--- src/design/mrc_pkg.sv ---
// Shared constants and types of the multichannel range conditioner.
`default_nettype none
package mrc_pkg;

  localparam int CHANNELS = 8;
  localparam int CH_IDX_W = (CHANNELS > 1) ? $clog2(CHANNELS) : 1;

  localparam int CFG_IDX_W  = 2;
  localparam int CFG_DATA_W = 17;

  typedef enum logic [CFG_IDX_W-1:0] {
    REG_MAX_VALID_MM   = 2'd0,
    REG_ALPHA_Q16      = 2'd1,
    REG_MAX_READ_FAILS = 2'd2
  } cfg_reg_t;

  localparam logic [15:0] MAX_VALID_MM_RESET   = 16'd2000;
  localparam logic [16:0] ALPHA_Q16_RESET      = 17'd13107;
  localparam logic [7:0]  MAX_READ_FAILS_RESET = 8'd2;

  localparam logic [16:0] ALPHA_ONE  = 17'h10000;
  localparam logic [7:0]  FAIL_SAT   = 8'hFF;
  localparam logic [16:0] REPORT_BAD = 17'h1FFFF;

  localparam logic OP_POLL    = 1'b0;
  localparam logic OP_BRINGUP = 1'b1;

endpackage
`default_nettype wire

--- src/design/multichannel_range_conditioner.sv ---
// Top level of the multichannel range conditioner: per-channel range filter.
//
// Input channel (in_valid / in_stall) carries opcode, channel, read_ok and
// raw_mm; a transfer takes place at a rising edge with in_valid high and
// in_stall low. Output channel (out_valid / out_stall) carries one report per
// item that produces one; polls of absent channels produce none.
// Configuration: cfg_we with cfg_index and cfg_data writes one register
// (0 max_valid_mm, 1 alpha_q16, 2 max_read_fails); index 3 is ignored.
// An accepted item sits in the stage register, where the channel
// state is read and updated and the report formed (one 33x18 multiply for the
// filter step), and its report is then held in the output register: out_valid
// rises when the item moves from the stage register into the output register.
// One item per cycle is sustained while the output is not stalled, including
// back-to-back items on the same channel, since the state is written at the
// edge at which the report is registered.
// A stalled output report is held; the stage keeps its item until the output
// register frees, an empty stage still takes a transfer, and in_stall rises
// only while a full stage is blocked.
// Reset clears all channel state and the pipeline and restores the register
// defaults (2000, 13107, 2).
`default_nettype none
module multichannel_range_conditioner (
  input  wire  logic                          clk,
  input  wire  logic                          rst,
  input  wire  logic                          in_valid,
  output       logic                          in_stall,
  input  wire  logic                          opcode,
  input  wire  logic [2:0]                    channel,
  input  wire  logic                          read_ok,
  input  wire  logic [15:0]                   raw_mm,
  output       logic                          out_valid,
  input  wire  logic                          out_stall,
  output       logic [2:0]                    out_channel,
  output       logic signed [16:0]            raw_report,
  output       logic signed [16:0]            filtered_report,
  output       logic                          reading_valid,
  output       logic                          channel_present,
  input  wire  logic                          cfg_we,
  input  wire  logic [mrc_pkg::CFG_IDX_W-1:0]  cfg_index,
  input  wire  logic [mrc_pkg::CFG_DATA_W-1:0] cfg_data
);
  import mrc_pkg::*;

  // configuration registers
  logic [15:0] max_valid_mm;
  logic [16:0] alpha_q16;
  logic [7:0]  max_read_fails;

  // channel state
  logic [CHANNELS-1:0] present;
  logic [CHANNELS-1:0] primed;
  logic [7:0]          fails  [CHANNELS];
  logic [31:0]         smooth [CHANNELS];

  // stage register
  logic        s_valid;
  logic        s_opcode;
  logic [2:0]  s_channel;
  logic        s_ok;
  logic [15:0] s_raw;

  logic                s_advance;
  logic                s_load;
  logic                s_fire;
  logic                s_in_range;
  logic [CH_IDX_W-1:0] s_idx;

  logic        cur_present;
  logic        cur_primed;
  logic [7:0]  cur_fails;
  logic [31:0] cur_f;

  logic        present_next;
  logic        primed_next;
  logic [7:0]  fails_next;
  logic [31:0] f_next;

  logic               has_result;
  logic [16:0]        raw_rep_next;
  logic [16:0]        filt_rep_next;
  logic               valid_next;

  logic [16:0]        alpha_eff;
  logic signed [32:0] diff;
  logic signed [50:0] prod;
  logic signed [51:0] acc;
  logic [31:0]        f_upd;
  logic [31:0]        f_sample;
  logic [32:0]        f_round;
  logic [7:0]         fails_inc;
  logic               do_filter;
  logic               raw_in_range;

  assign s_advance = !out_valid || !out_stall;
  assign s_load    = !s_valid || s_advance;
  assign in_stall  = !s_load;
  assign s_fire    = s_valid && s_advance;

  assign s_in_range = ({4'b0, s_channel} < 7'(CHANNELS));
  assign s_idx      = CH_IDX_W'(s_channel);

  assign cur_present = present[s_idx];
  assign cur_primed  = primed[s_idx];
  assign cur_fails   = fails[s_idx];
  assign cur_f       = smooth[s_idx];

  // filter step: f + alpha*(target - f) with half-up rounding at 2^-16
  assign alpha_eff = (alpha_q16 > ALPHA_ONE) ? ALPHA_ONE : alpha_q16;
  assign diff      = $signed({1'b0, s_raw, 16'b0}) - $signed({1'b0, cur_f});
  assign prod      = diff * $signed({1'b0, alpha_eff});
  assign acc       = $signed({4'b0, cur_f, 16'b0}) + 52'(prod) + 52'sd32768;
  assign f_upd     = acc[47:16];
  assign f_sample  = cur_primed ? f_upd : {s_raw, 16'b0};
  assign f_round   = {1'b0, f_sample} + 33'd32768;

  assign fails_inc    = (cur_fails == FAIL_SAT) ? FAIL_SAT : cur_fails + 8'd1;
  assign raw_in_range = (s_raw != 16'd0) && (s_raw <= max_valid_mm);

  always_comb begin
    present_next  = cur_present;
    primed_next   = cur_primed;
    fails_next    = cur_fails;
    f_next        = cur_f;
    has_result    = s_in_range;
    raw_rep_next  = REPORT_BAD;
    filt_rep_next = REPORT_BAD;
    valid_next    = 1'b0;
    do_filter     = 1'b0;
    if (s_opcode == OP_BRINGUP) begin
      if (!s_ok) begin
        present_next = 1'b0;
        primed_next  = 1'b0;
        fails_next   = 8'd0;
        f_next       = 32'd0;
      end else begin
        present_next = 1'b1;
        fails_next   = 8'd0;
        raw_rep_next = {1'b0, s_raw};
        do_filter    = 1'b1;
      end
    end else if (!cur_present) begin
      has_result = 1'b0;
    end else if (!s_ok) begin
      fails_next = fails_inc;
      // drop the channel once the failure limit is reached
      if (fails_inc >= max_read_fails) begin
        present_next = 1'b0;
        primed_next  = 1'b0;
        fails_next   = 8'd0;
        f_next       = 32'd0;
      end
    end else begin
      fails_next   = 8'd0;
      raw_rep_next = {1'b0, s_raw};
      do_filter    = raw_in_range;
    end
    if (do_filter) begin
      primed_next   = 1'b1;
      f_next        = f_sample;
      filt_rep_next = f_round[32:16];
      valid_next    = 1'b1;
    end
  end

  always_ff @(posedge clk) begin
    if (rst) begin
      max_valid_mm   <= MAX_VALID_MM_RESET;
      alpha_q16      <= ALPHA_Q16_RESET;
      max_read_fails <= MAX_READ_FAILS_RESET;
    end else if (cfg_we) begin
      case (cfg_index)
        REG_MAX_VALID_MM:   max_valid_mm   <= cfg_data[15:0];
        REG_ALPHA_Q16:      alpha_q16      <= cfg_data[16:0];
        REG_MAX_READ_FAILS: max_read_fails <= cfg_data[7:0];
        default: ;
      endcase
    end
  end

  always_ff @(posedge clk) begin
    if (rst) begin
      present <= '0;
      primed  <= '0;
      for (int i = 0; i < CHANNELS; i++) begin
        fails[i]  <= 8'd0;
        smooth[i] <= 32'd0;
      end
    end else if (s_fire && s_in_range) begin
      present[s_idx] <= present_next;
      primed[s_idx]  <= primed_next;
      fails[s_idx]   <= fails_next;
      smooth[s_idx]  <= f_next;
    end
  end

  // stage register: hold a full stage while the output register is blocked
  always_ff @(posedge clk) begin
    if (rst) begin
      s_valid <= 1'b0;
    end else if (s_load) begin
      s_valid <= in_valid;
    end
  end

  always_ff @(posedge clk) begin
    if (s_load) begin
      s_opcode  <= opcode;
      s_channel <= channel;
      s_ok      <= read_ok;
      s_raw     <= raw_mm;
    end
  end

  // output register
  always_ff @(posedge clk) begin
    if (rst) begin
      out_valid <= 1'b0;
    end else if (s_advance) begin
      out_valid <= s_fire && has_result;
    end
  end

  always_ff @(posedge clk) begin
    if (s_fire && has_result) begin
      out_channel     <= s_channel;
      raw_report      <= $signed(raw_rep_next);
      filtered_report <= $signed(filt_rep_next);
      reading_valid   <= valid_next;
      channel_present <= present_next;
    end
  end

  a_stall_only_when_blocked: assert property (@(posedge clk) disable iff (rst)
    in_stall |-> (s_valid && out_valid && out_stall))
    else $error("input stalled without a blocked stage");

  a_valid_report_positive: assert property (@(posedge clk) disable iff (rst)
    (out_valid && reading_valid) |-> !filtered_report[16])
    else $error("valid reading carries a negative filtered value");

  a_invalid_report_marked: assert property (@(posedge clk) disable iff (rst)
    (out_valid && !reading_valid) |-> (filtered_report == -17'sd1))
    else $error("invalid reading not marked with -1");

  a_disabled_not_valid: assert property (@(posedge clk) disable iff (rst)
    (out_valid && !channel_present) |-> !reading_valid)
    else $error("disabled channel reported a valid reading");

  a_failed_bringup_clears: assert property (@(posedge clk) disable iff (rst)
    (s_fire && s_in_range && (s_opcode == OP_BRINGUP) && !s_ok)
      |=> (!present[$past(s_idx)] && !primed[$past(s_idx)]))
    else $error("failed bring-up left the channel active");

endmodule
`default_nettype wire

--- config.mk ---
export PLATFORM = sky130hd
export DESIGN_NAME = multichannel_range_conditioner
export DESIGN_NICKNAME = d
export VERILOG_FILES = /design/src/design/mrc_pkg.sv /design/src/design/multichannel_range_conditioner.sv
export SDC_FILE = /design/constraint.sdc
export NUM_CORES = 2
export LEC_CHECK = 0
export ABC_AREA = 1
export ABC_CLOCK_PERIOD_IN_PS = 15180
export BUFFER_PORTS_ARGS = -buffer_cell sky130_fd_sc_hd__buf_2
export CORE_ASPECT_RATIO = 1.75
export CORE_UTILIZATION = 55
export DETAILED_ROUTE_END_ITERATION = 12
export GPL_ROUTABILITY_DRIVEN = 0
export PLACE_DENSITY = 0.81
export SLEW_MARGIN = 20
export SYNTH_ARGS = -nofsm -noshare
export SYNTH_HDL_FRONTEND = slang
export SYNTH_SLANG_ARGS = --single-unit
--- constraint.sdc ---
create_clock -name clk -period 15.18 [get_ports clk]
set_input_delay 0.759 -clock clk [delete_from_list [all_inputs] [get_ports clk]]
set_output_delay 0.759 -clock clk [all_outputs]
set_load 0.01 [all_outputs]
==> run summary <==
STA
* 12.78 ns — time the worst path needs with I/O delays and setup
* 0 — Max Transition Viols Final
* 2.40 ns — setup slack after layout
* 78.3 MHz — maximum clock frequency
* 0 ns — Post-Route Setup TNS
* 0.243 — relative slew slack
* 0.0635 ns — Final Skew
* 0 — final setup vio count
* 0.842 — Final Cycle Share
* 0 — final hold viol count
* 1.13 ns — slew at the pin closest to its max-slew limit
* false — unrepaired setup endpoints after global routing

Synth
* 0 — asr flop ratio synth
* 0 — synthesis warning total
* 0.272 — share of the synthesized area in the top cell type
* 380 — count of flip-flops with a built-in enable after synthesis
* edfxtp_1 — area leader, netlist
* 41900 µm² — total standard cell area after synthesis
* 5661 — total nets after synthesis
* 8.54 µm² — mean instance size in the synthesized netlist
* edfxtp_1 (27%), fa_1 (26%), inv_1 (9.1%), nor2_1 (8.2%), nand2_1 (6.5%) — cell types with the largest area share after synthesis
* 442 — count of state elements after synthesis
* 4903 — Post-Syn Instances
* 0.302 — part of the Yosys area used for sequential elements
* 67 — number of distinct library cells after synthesis
* edfxtp_1 — prevailing post-synth register cell

Clock network
* 2 — total number of H-tree levels
* 442 — CTS Sinks
* 0 — Hold-fix buffers, CTS
* 0.06 ns — Clock Pin Slew Worst Setup and Hold Paths
* 41 — cts bufs inserted
* clkbuf_16 — root buffer selected by CTS
* 0 — Setup Fix Bufs, Post-CTS
* 0.62 ns — Clk Latency, worst-skew pair
* 3 — maximum root-to-sink buffer count
* built — clock tree from TritonCTS
* 0 — post_cts resized

Hold path
* primary input to flip-flop — class of the most critical hold timing path
* rst — hold path start
* 2 — Hold Path Depth

Layout
* 0.0712 — fraction of layout cells with a size suffix above 1
* 5654 — net count of the finished layout
* 6.26% — Layout area overhead

GRT
* 5 — number of antenna violations at the first check in global routing
* 90 — maximum number of pins on one net before global-route repair
* 0 — leftover overflow at the end of global routing
* 208 mm — global-route wire length before repair
* 0.365 — total routing usage reported by global routing
* 37300 — vias in the first global route

Status
* complete, no violations — result of the run

Drt
* 23.1 µm — WL/cell
* 137 mm — final wirelength
* 8 — total iterations of the first detailed-routing run
* 0 — remaining design rule violation count
* 0 — Antenna Nets Post-Route
* 5.98 — routed vias/inst
* 35600 — total via count in the routed design
* 4426 — Iteration-0 DRC Markers

Critical path
* flip-flop — Worst Setup End Kind
* 0.78 ns — max incr delay on CP
* inv_4 — slowest stage cell on the critical path
* 89 — crit path max fanout
* flip-flop to flip-flop — Setup Crit Path Kind
* 2.40 ns — setup slack of the worst register-to-register path
* 13.11 ns — signal arrival time at the worst endpoint
* nand2_1 — cell type with the highest occurrence count on the critical path
* 44 — worst reg-to-reg path cell count
* 15.51 ns — required time of the critical path
* flip-flop — crit start category

Die
* 75200 µm² — placeable core region
* 133 — row count
* 0.557 — starting density of the core
* 211 µm — DIE WIDTH
* 77300 µm² — total die area
* 86 — IO Count
* 367 µm — DIE HEIGHT

Flow run
* 0 — number of maximum-capacitance violations

Place
* 85 — count of input and output buffers
* 98.8 mm — HPWL after detailed placement
* 3.39 ns — worst slack after detailed placement

-- worst max-delay path: cells and delay by family (launching register included) --
kind / cells / cell delay (ns)
AO/OA/AOI/OAI: 7 / 1.81
adder cells (fa/ha/maj): 7 / 3.38
buffers and inverters: 9 / 2.15
flip-flops: 1 / 0.61
AND/OR/NAND/NOR: 21 / 4.41
-- sequential cells by signal, indices dropped and copies added, names as in the netlist, named ones only --
| signal | cells |
|---|---|
| max_read_fails | 8 |
| primed | 8 |
| reading_valid | 1 |
| max_valid_mm | 16 |
| out_valid | 1 |
| present | 8 |
| s_channel | 3 |
| filtered_report | 17 |
| fails | 64 |
| s_raw | 16 |
| out_channel | 3 |
| smooth | 256 |
| s_opcode | 1 |
| alpha_q16 | 17 |
| raw_report | 17 |
| s_ok | 1 |
| s_valid | 1 |
| channel_present | 1 |
-- synth_stat cells (20+ instances only) --
master,n
fa_1,546
o22ai_1,80
inv_1,1014
nand2_1,729
o21ai_1,49
clkbuf_1,127
a21oi_1,117
nand3_1,117
nor3_1,22
edfxtp_1,380
nand4_1,23
ha_1,167
nor2_2,28
or2_2,22
o21ai_0,249
nor2_1,911
inv_2,20
dfxtp_1,62
-- placed cells by master (no fill, tap or decap), types with 23 or more instances in the layout --
cell       synthesis  layout
a21oi_1          117     117
buf_2             19      85
buf_4             10      48
clkbuf_16          0      41
dfxtp_1           62      60
edfxtp_1         380     380
fa_1             546     546
ha_1             167     167
inv_1           1014    1013
nand2_1          729     715
nand2_2           11      25
nand3_1          117     115
nand4_1           23      23
nor2_1           911     904
nor2_2            28      33
o21ai_0          249     248
o21ai_1           49      50
o22ai_1           80      80
-- metal layers --
layer  track usage  up-vias  routed length [µm]
li1              -    15100                   -
met1         0.385    16800               40100
met2         0.594     2600               64600
met3         0.103     1038               17800
met4         0.320        2               14900
met5       0.00192        -                  18
-- layout make-up --
cell class	count	area [µm²]
inverters	1043	3920
flip-flops and latches	442	12700
well taps	1012	1270
diodes	3	7.51
clock inverters	23	265
multi-input cells	3235	24500
fillers	6424	30700
clock buffers	53	1110
repair buffers	133	786
-- through the flow --
step,hold WS (ns),cells,util,instance area (µm²)
3_3_place_gp,0.446,5864,0.573,43100
3_5_place_dp,0.451,5864,0.573,43100
5_1_grt,0.303,5941,0.592,44500
6_report,0.310,5944,0.592,44500
4_1_cts,0.294,5940,0.591,44500
2_1_floorplan,0.421,4903,-,41900
-- path summary, 6_finish.rpt --
check / endpoint
hold reg to reg: max_read_fails[1]
setup reg to reg: smooth[0][28]
hold / removal: out_valid
setup / recovery: smooth[0][28]
-- logic make-up after synthesis --
family,Yosys count,share of synthesized area
buffers and inverters,1226,0.115
DFF,442,0.302
adders and majority gates,713,0.311
AOI/OAI and AO/OA,585,0.0797
and+or+nand+nor,1901,0.184
xor gates and xnor gates,36,0.00860
Power is left out: the tool's default activity adds up to more than one toggle a clock period on the data nets, which glitch-free logic cannot reach.
